## src/hw/rtl/averaged_ref_software_pwm_drive_core_assert.svh

```systemverilog
// assertion macros shared by the drive core
`ifndef AVERAGED_REF_SOFTWARE_PWM_DRIVE_CORE_ASSERT_SVH
`define AVERAGED_REF_SOFTWARE_PWM_DRIVE_CORE_ASSERT_SVH

// same-cycle implication, checked outside reset
`define ARPWM_ASSERT_NOW(label, clk, rst, ante, cons) \
   label: assert property (@(posedge clk) disable iff (rst) (ante) |-> (cons)) \
      else $error("arpwm assertion failed");

// next-cycle implication, checked outside reset
`define ARPWM_ASSERT_NEXT(label, clk, rst, ante, cons) \
   label: assert property (@(posedge clk) disable iff (rst) (ante) |=> (cons)) \
      else $error("arpwm assertion failed");

`endif

```

## src/hw/rtl/arpwm_pkg.sv

```systemverilog
package arpwm_pkg;

   localparam int SAMPLE_W = 10;
   localparam int LEVEL_W  = 8;
   localparam int SCALE_W  = 16;
   localparam int SUM_W    = 15;
   localparam int COUNT_W  = 7;
   localparam int PHASE_W  = 5;
   localparam int CSR_ADDR_W = 4;
   localparam int CSR_DATA_W = 32;

   localparam logic [LEVEL_W-1:0] MIN_LEVEL_RESET = 8'd0;
   localparam logic [LEVEL_W-1:0] MAX_LEVEL_RESET = 8'd254;
   localparam logic [SCALE_W-1:0] SCALE_RESET     = 16'd22677;

   // bridge codes: bit0 a_in1, bit1 a_in2, bit2 b_in1, bit3 b_in2
   localparam logic [3:0] BRIDGE_STOP    = 4'b0000;
   localparam logic [3:0] BRIDGE_FORWARD = 4'b0101;
   localparam logic [3:0] BRIDGE_REVERSE = 4'b1010;

   typedef enum logic [1:0] {
      REG_MIN_LEVEL = 2'd0,
      REG_MAX_LEVEL = 2'd1,
      REG_SCALE_Q16 = 2'd2
   } reg_index_type;

   typedef struct packed {
      logic [SAMPLE_W-1:0] speed_sample;
      logic                dir_left;
      logic                dir_right;
   } req_type;

   typedef struct packed {
      logic pwm_pin;
      logic a_in1;
      logic a_in2;
      logic b_in1;
      logic b_in2;
   } rsp_type;

   // one tick after scaling and clamping
   typedef struct packed {
      logic [LEVEL_W-1:0] ref_level;
      logic               dir_left;
      logic               dir_right;
   } meas_type;

endpackage

```

## src/hw/rtl/averaged_ref_software_pwm_drive_core.sv

```systemverilog
// Software PWM drive with block-averaged speed reference. Every accepted tick gives one
// result; the block takes one tick per clock cycle sustained while rsp_ready stays high, and a
// result passes through the input register (loaded at the accepting edge), then the
// scale and clamp register, then the result register. The rate is set by the tick
// state update, which holds the phase counters, the running average, the duty level and the
// bridge setting and finishes one tick per cycle, with the divide by the window length done
// as a multiply by a constant reciprocal.
// Registers: min_level at 0x0, max_level at 0x4, scale_q16 at 0x8; write them only while
// no tick is in flight.
`include "averaged_ref_software_pwm_drive_core_assert.svh"

module averaged_ref_software_pwm_drive_core #(
   parameter int PWM_DIV  = 8,
   parameter int MEAS_DIV = 32,
   parameter int AVG_LEN  = 100
) (
   input  logic                                  clock,
   input  logic                                  reset,

   input  logic                                  req_valid,
   output logic                                  req_ready,
   input  arpwm_pkg::req_type                    req_data,

   output logic                                  rsp_valid,
   input  logic                                  rsp_ready,
   output arpwm_pkg::rsp_type                    rsp_data,

   input  logic                                  csr_psel,
   input  logic                                  csr_penable,
   input  logic                                  csr_pwrite,
   input  logic [arpwm_pkg::CSR_ADDR_W-1:0]      csr_paddr,
   input  logic [arpwm_pkg::CSR_DATA_W-1:0]      csr_pwdata,
   output logic [arpwm_pkg::CSR_DATA_W-1:0]      csr_prdata,
   output logic                                  csr_pready
);

   localparam int PROD_W = arpwm_pkg::SAMPLE_W + arpwm_pkg::SCALE_W;

   logic [arpwm_pkg::LEVEL_W-1:0] min_level_ff, max_level_ff;
   logic [arpwm_pkg::SCALE_W-1:0] scale_ff;

   logic                       in_valid_ff;
   arpwm_pkg::req_type         in_data_ff;
   logic                       ref_valid_ff;
   arpwm_pkg::meas_type        ref_data_ff, ref_data_in;
   logic                       rsp_valid_ff;
   arpwm_pkg::rsp_type         rsp_data_ff, rsp_data_in;

   logic                       out_load, ref_load, in_load;
   logic                       csr_write;
   arpwm_pkg::reg_index_type   csr_index;
   logic [PROD_W-1:0]          scale_prod;
   logic [arpwm_pkg::SAMPLE_W-1:0] scaled, lo_clamped, hi_clamped;

   // configuration port
   assign csr_pready = 1'b1;
   assign csr_write  = csr_psel && csr_penable && csr_pwrite && csr_pready;
   assign csr_index  = arpwm_pkg::reg_index_type'(csr_paddr[3:2]);

   always_comb begin
      case (csr_index)
         arpwm_pkg::REG_MIN_LEVEL: csr_prdata = arpwm_pkg::CSR_DATA_W'(min_level_ff);
         arpwm_pkg::REG_MAX_LEVEL: csr_prdata = arpwm_pkg::CSR_DATA_W'(max_level_ff);
         arpwm_pkg::REG_SCALE_Q16: csr_prdata = arpwm_pkg::CSR_DATA_W'(scale_ff);
         default:                  csr_prdata = '0;
      endcase
   end

   always_ff @(posedge clock) begin
      if (reset) begin
         min_level_ff <= arpwm_pkg::MIN_LEVEL_RESET;
         max_level_ff <= arpwm_pkg::MAX_LEVEL_RESET;
         scale_ff     <= arpwm_pkg::SCALE_RESET;
      end else if (csr_write) begin
         case (csr_index)
            arpwm_pkg::REG_MIN_LEVEL: min_level_ff <= csr_pwdata[arpwm_pkg::LEVEL_W-1:0];
            arpwm_pkg::REG_MAX_LEVEL: max_level_ff <= csr_pwdata[arpwm_pkg::LEVEL_W-1:0];
            arpwm_pkg::REG_SCALE_Q16: scale_ff     <= csr_pwdata[arpwm_pkg::SCALE_W-1:0];
            default: ;
         endcase
      end
   end

   // pipeline flow: each stage moves when the one after it has room
   assign out_load  = ref_valid_ff && (!rsp_valid_ff || rsp_ready);
   assign ref_load  = in_valid_ff && (!ref_valid_ff || out_load);
   assign req_ready = !in_valid_ff || ref_load;
   assign in_load   = req_valid && req_ready;

   // scale then clamp, the upper clamp winning when the limits cross
   always_comb begin
      scale_prod = PROD_W'(in_data_ff.speed_sample) * PROD_W'(scale_ff);
      scaled     = scale_prod[PROD_W-1:arpwm_pkg::SCALE_W];
      lo_clamped = (scaled < arpwm_pkg::SAMPLE_W'(min_level_ff)) ?
                   arpwm_pkg::SAMPLE_W'(min_level_ff) : scaled;
      hi_clamped = (lo_clamped > arpwm_pkg::SAMPLE_W'(max_level_ff)) ?
                   arpwm_pkg::SAMPLE_W'(max_level_ff) : lo_clamped;
      ref_data_in.ref_level = hi_clamped[arpwm_pkg::LEVEL_W-1:0];
      ref_data_in.dir_left  = in_data_ff.dir_left;
      ref_data_in.dir_right = in_data_ff.dir_right;
   end

   arpwm_state #(
      .PWM_DIV  (PWM_DIV),
      .MEAS_DIV (MEAS_DIV),
      .AVG_LEN  (AVG_LEN)
   ) u_state (
      .clock (clock),
      .reset (reset),
      .step  (out_load),
      .meas  (ref_data_ff),
      .rsp   (rsp_data_in)
   );

   always_ff @(posedge clock) begin
      if (reset) begin
         in_valid_ff  <= 1'b0;
         ref_valid_ff <= 1'b0;
         rsp_valid_ff <= 1'b0;
      end else begin
         if (in_load) begin
            in_valid_ff <= 1'b1;
         end else if (ref_load) begin
            in_valid_ff <= 1'b0;
         end
         if (ref_load) begin
            ref_valid_ff <= 1'b1;
         end else if (out_load) begin
            ref_valid_ff <= 1'b0;
         end
         if (out_load) begin
            rsp_valid_ff <= 1'b1;
         end else if (rsp_ready) begin
            rsp_valid_ff <= 1'b0;
         end
      end
   end

   always_ff @(posedge clock) begin
      if (in_load) begin
         in_data_ff <= req_data;
      end
      if (ref_load) begin
         ref_data_ff <= ref_data_in;
      end
      if (out_load) begin
         rsp_data_ff <= rsp_data_in;
      end
   end

   assign rsp_valid = rsp_valid_ff;
   assign rsp_data  = rsp_data_ff;

   // a bridge half is never driven both ways
   `ARPWM_ASSERT_NOW(a_bridge_exclusive, clock, reset, rsp_valid_ff,
      !(rsp_data_ff.a_in1 && rsp_data_ff.a_in2) && !(rsp_data_ff.b_in1 && rsp_data_ff.b_in2))
   // a held input tick is never dropped
   `ARPWM_ASSERT_NEXT(a_input_kept, clock, reset, in_valid_ff && !ref_load, in_valid_ff)
   // a scaled tick reaches an empty result register in the next cycle
   `ARPWM_ASSERT_NEXT(a_result_filled, clock, reset, ref_valid_ff && !rsp_valid_ff,
      rsp_valid_ff)

endmodule

```

## src/hw/rtl/arpwm_state.sv

```systemverilog
module arpwm_state #(
   parameter int PWM_DIV  = 8,
   parameter int MEAS_DIV = 32,
   parameter int AVG_LEN  = 100
) (
   input  logic                clock,
   input  logic                reset,
   input  logic                step,
   input  arpwm_pkg::meas_type meas,
   output arpwm_pkg::rsp_type  rsp
);

   // exact reciprocal for a 15 bit dividend and a divisor below 128
   localparam int DIV_SHIFT = arpwm_pkg::SUM_W + arpwm_pkg::COUNT_W;
   localparam int MULT_W    = DIV_SHIFT + 1;
   localparam longint DIV_MULT = ((64'd1 << DIV_SHIFT) + AVG_LEN - 1) / AVG_LEN;
   localparam int PROD_W    = arpwm_pkg::SUM_W + MULT_W;

   logic [arpwm_pkg::PHASE_W-1:0] tick_phase_ff, tick_phase_in;
   logic [arpwm_pkg::PHASE_W-1:0] pwm_phase_ff, pwm_phase_in;
   logic [arpwm_pkg::LEVEL_W-1:0] pwm_count_ff, pwm_count_in;
   logic [arpwm_pkg::LEVEL_W-1:0] duty_level_ff, duty_level_in;
   logic [arpwm_pkg::SUM_W-1:0]   avg_sum_ff, avg_sum_in;
   logic [arpwm_pkg::COUNT_W-1:0] avg_count_ff, avg_count_in;
   logic                          pwm_hold_ff, pwm_hold_in;
   logic [3:0]                    bridge_ff, bridge_in;

   logic [arpwm_pkg::PHASE_W:0]   tick_inc, pwm_inc;
   logic                          do_meas, do_pwm;
   logic [arpwm_pkg::SUM_W-1:0]   sum_add;
   logic [arpwm_pkg::COUNT_W-1:0] count_add;
   logic [PROD_W-1:0]             quot_prod;

   always_comb begin
      tick_inc = {1'b0, tick_phase_ff} + 1'b1;
      pwm_inc  = {1'b0, pwm_phase_ff} + 1'b1;
      tick_phase_in = (tick_inc >= (arpwm_pkg::PHASE_W+1)'(MEAS_DIV)) ?
                      '0 : tick_inc[arpwm_pkg::PHASE_W-1:0];
      pwm_phase_in  = (pwm_inc >= (arpwm_pkg::PHASE_W+1)'(PWM_DIV)) ?
                      '0 : pwm_inc[arpwm_pkg::PHASE_W-1:0];
      do_meas = (tick_phase_in == '0);
      do_pwm  = (pwm_phase_in == '0);

      sum_add   = avg_sum_ff + arpwm_pkg::SUM_W'(meas.ref_level);
      count_add = avg_count_ff + 1'b1;
      quot_prod = PROD_W'(sum_add) * PROD_W'(DIV_MULT);

      avg_sum_in    = avg_sum_ff;
      avg_count_in  = avg_count_ff;
      duty_level_in = duty_level_ff;
      bridge_in     = bridge_ff;
      if (do_meas) begin
         if (count_add >= arpwm_pkg::COUNT_W'(AVG_LEN)) begin
            duty_level_in = quot_prod[DIV_SHIFT +: arpwm_pkg::LEVEL_W];
            avg_sum_in    = '0;
            avg_count_in  = '0;
         end else begin
            avg_sum_in   = sum_add;
            avg_count_in = count_add;
         end
         // mixed requests keep the bridge as it is
         if (meas.dir_left && meas.dir_right) begin
            bridge_in = arpwm_pkg::BRIDGE_FORWARD;
         end else if (!meas.dir_left && !meas.dir_right) begin
            bridge_in = arpwm_pkg::BRIDGE_REVERSE;
         end
      end

      pwm_hold_in  = pwm_hold_ff;
      pwm_count_in = pwm_count_ff;
      if (do_pwm) begin
         pwm_hold_in  = (pwm_count_ff <= duty_level_in);
         pwm_count_in = pwm_count_ff + 1'b1;
      end

      rsp.pwm_pin = pwm_hold_in;
      rsp.a_in1   = bridge_in[0];
      rsp.a_in2   = bridge_in[1];
      rsp.b_in1   = bridge_in[2];
      rsp.b_in2   = bridge_in[3];
   end

   always_ff @(posedge clock) begin
      if (reset) begin
         tick_phase_ff <= '0;
         pwm_phase_ff  <= '0;
         pwm_count_ff  <= '0;
         duty_level_ff <= '0;
         avg_sum_ff    <= '0;
         avg_count_ff  <= '0;
         pwm_hold_ff   <= 1'b0;
         bridge_ff     <= arpwm_pkg::BRIDGE_STOP;
      end else if (step) begin
         tick_phase_ff <= tick_phase_in;
         pwm_phase_ff  <= pwm_phase_in;
         pwm_count_ff  <= pwm_count_in;
         duty_level_ff <= duty_level_in;
         avg_sum_ff    <= avg_sum_in;
         avg_count_ff  <= avg_count_in;
         pwm_hold_ff   <= pwm_hold_in;
         bridge_ff     <= bridge_in;
      end
   end

endmodule
```

## config.mk

```make
export PLATFORM = sky130hd
export DESIGN_NAME = averaged_ref_software_pwm_drive_core
export DESIGN_NICKNAME = d
export VERILOG_FILES = /design/src/hw/rtl/arpwm_pkg.sv /design/src/hw/rtl/averaged_ref_software_pwm_drive_core.sv /design/src/hw/rtl/arpwm_state.sv
export VERILOG_INCLUDE_DIRS = /design/src /design/src/hw/rtl
export SDC_FILE = /design/constraint.sdc
export NUM_CORES = 1
export LEC_CHECK = 0
export BUFFER_PORTS_ARGS = -buffer_cell sky130_fd_sc_hd__buf_2
export CORE_ASPECT_RATIO = 1.4
export CORE_MARGIN = 2
export CORE_UTILIZATION = 30
export CTS_CLUSTER_SIZE = 20
export DETAILED_ROUTE_END_ITERATION = 8
export SYNTH_ARGS = -nofsm -noshare
export SYNTH_HDL_FRONTEND = slang
export SYNTH_SLANG_ARGS = --single-unit
export TNS_END_PERCENT = 1
```

## constraint.sdc

```tcl
create_clock -name clock -period 8.4 [get_ports clock]
set_input_delay 0.84 -clock clock [delete_from_list [all_inputs] [get_ports clock]]
set_output_delay 0.84 -clock clock [all_outputs]
set_load 0.1 [all_outputs]
```

==> flow_metrics.env <==
export IMPL_status="complete, no violations"
export IMPL_grt_pass1_wl_um=58760
export IMPL_dieWidth_um=188.8
export IMPL_critPathSlowestCell="fa_1"
export IMPL_min_period_over_period_pct=97.41
export IMPL_synth_fa_ha_area_share_pct=41.66
export IMPL_pin_count=95
export IMPL_synth_flop_cell="dfxtp_1"
export IMPL_antenna_found_initial=0
export IMPL_netlist_top_cells_count="inv_1, ha_1, nand2_1, fa_1, dfxtp_1"
export IMPL_grt_max_degree=48
export IMPL_yosysTopAreaCell="fa_1"
export IMPL_cap_violations=0
export IMPL_synth_area_sq_mm=0.01435
export IMPL_antenna_left=0
export IMPL_maxSlewViolCount=0
export IMPL_yosysMostFrequentCell="inv_1"
export IMPL_required_ns=8.56
export IMPL_root_buffer="clkbuf_16"
export IMPL_synth_warning_count=0
export IMPL_synth_cell_types=75
export IMPL_synth_simple_area_share_pct=15.52
export IMPL_worst_path_buf_inv=5
export IMPL_cts_sinks=115
export IMPL_synth_area_mux_share_pct=3.845
export IMPL_path_common_cell="fa_1"
export IMPL_finalSetupViolCount=0
export IMPL_port_buffers=59
export IMPL_cts_buffers=17
export IMPL_ys_seq_area_share_pct=17.93
export IMPL_diodes=0
export IMPL_rsz0062_at_grt="true"
export IMPL_synth_top_cell_area_share_pct=24.83
export IMPL_synth_xor_area_share_pct=2.563
export IMPL_dieArea_sq_mm=0.04962
export IMPL_fmax_ghz=0.1222
export IMPL_synth_edf_count=27
export IMPL_fin_setup_tns_ns=0
export IMPL_synth_compound_area_share_pct=8.632
export IMPL_start_util_pct=30.43
export IMPL_postSynthAreaPerCell_sq_um=9.048
export IMPL_dr_total_vias=11100
export IMPL_synth_area_top_cells="fa_1, ha_1, dfxtp_1"
export IMPL_wire_per_inst_um=15.05
export IMPL_cp_top_family="adder cells"
export IMPL_critPathMaxStageDelay_ns=0.59
export IMPL_ys_seq_elements=115
export IMPL_num_rows=94
export IMPL_cp_end_kind="flip-flop"
export IMPL_area_growth_pct=20.96
export IMPL_postSynthCellCount=1586
export IMPL_clk_latency_ns=0.44
export IMPL_clk_pin_slew_ns=0.06
export IMPL_skew_ns=0.009377
export IMPL_core_area_sq_mm=0.04716
export IMPL_drive_above_1_share_pct=18.32
export IMPL_gp_congestion=0.8810
export IMPL_cts_tree="yes"
export IMPL_cts_hold_buf=0
export IMPL_hold_path_class="flip-flop to flip-flop"
export IMPL_fp_dieH_um=262.8
export IMPL_hpwl_um=28560
export IMPL_drtIter0Drc=396
export IMPL_drc_errors=0
export IMPL_worst_slew_pin_slew_ns=1.078
export IMPL_crit_type="flip-flop to flip-flop"
export IMPL_final_nets=2160
export IMPL_ys_async_sr_fraction_pct=0
export IMPL_cts_path_max_buffers=2
export IMPL_cp_max_fo=5
export IMPL_nFillCells=4685
export IMPL_wl_um=35690
export IMPL_drtPass1Iterations=5
export IMPL_fin_hold_ws_ns=0.4218
export IMPL_overflow=0
export IMPL_viasPerCell=4.680
export IMPL_hold_viol=0
export IMPL_crit_arrival_ns=8.35
export IMPL_layout_min_cycle_time_ns=8.183
export IMPL_startpoint_type="flip-flop"
export IMPL_relSlewSlack_pct=28.11
export IMPL_synth_top_family_by_area="adder cells"
export IMPL_track_usage_pct=14.67
export IMPL_first_global_vias=11910
export IMPL_cts_max_level=4
final cells by class:
class / instances / area, sq um / share of cell area [%]
Multi-Input combinational cell: 1132 / 10830 / 62.39
Inverter: 285 / 1070 / 6.163
Sequential cell: 115 / 2576 / 14.84
Timing Repair Buffer: 183 / 1484 / 8.549
Clock buffer: 20 / 478.0 / 2.754
Tap cell: 624 / 780.7 / 4.498
Clock inverter: 12 / 138.9 / 0.8001
sequential cells by signal (all words and copies together), names as in the netlist, 4 cells and up:
name and flops:
scale_ff 16, u_state.avg_sum_ff 15, in_data_ff 12, ref_data_ff 10, max_level_ff 8, min_level_ff 8
u_state.duty_level_ff 8, u_state.pwm_count_ff 8, u_state.avg_count_ff 7, rsp_data 5, u_state.pwm_phase_ff 5, u_state.tick_phase_ff 5
u_state.bridge_ff 4
through the flow:
stage          setup slack [ns]  instance area (sq um)  instances  util (%)
3_5_place_dp            -0.1894                  16060       2310     34.05
2_1_floorplan            0.1078                  14410       1601         -
6_report                 0.2172                  17360       2371     36.80
4_1_cts                -0.01016                  16810       2345     35.64
3_3_place_gp            -0.1257                  16060       2310     34.05
5_1_grt                 -0.1357                  17360       2371     36.80
layer usage:
| layer | up-vias | track usage, % | wire [um] |
|---|---|---|---|
| met4 | 0 | 3.864 | 872 |
| met3 | 57 | 1.883 | 852 |
| li1 | 5373 | - | - |
| met5 | - | 0 | 0 |
| met1 | 5484 | 16.18 | 14000 |
| met2 | 182 | 28.97 | 19960 |
path summary, 6_finish.rpt:
path	endpoint	startpoint	cells past startpoint	slack [ns]
setup / recovery	ref_data_ff[9]	in_data_ff[9]	34	0.22
setup reg to reg	ref_data_ff[9]	in_data_ff[9]	34	0.22
hold reg to reg	ref_data_ff[1]	in_data_ff[1]	0	0.42
hold / removal	ref_data_ff[1]	in_data_ff[1]	0	0.42
what timing repair did:
item | 4_1_cts | 5_1_grt
gates resized for setup | 25 | 63
setup buffers | 3 | 24
pin swaps | 16 | 72
endpoints found under the setup margin | 10 | 10
gates cloned | 0 | 2
logic make-up after synthesis:
group	after synthesis
buffers and inverters	354
and+or+nand+nor	458
other	2
AOI/OAI and AO/OA	191
DFF	115
adders and majority gates	371
muxes	53
xor gates and xnor gates	42
placed cells by master (no fill, tap or decap), types with 6 or more instances in the layout:
cell type,count
edfxtp_1,27
nand4_1,12
inv_2,10
nand3_1,27
conb_1,17
nand3b_1,12
ha_1,181
o21a_1,9
and3_1,6
a21o_1,10
nor3_1,11
ha_4,11
a211o_1,8
a22oi_1,6
mux2i_1,38
a21oi_1,62
buf_4,100
buf_12,16
nand2_1,179
clkbuf_16,20
mux2_2,7
buf_6,6
nor2b_1,9
buf_2,59
fa_1,176
inv_1,274
a21oi_2,8
o21ai_0,28
nor2_1,77
xor2_1,14
dfxtp_1,85
and2_1,86
xnor2_1,23
Power is left out: the tool's default activity adds up to more than one toggle a clock period on the data nets, which glitch-free logic cannot reach.
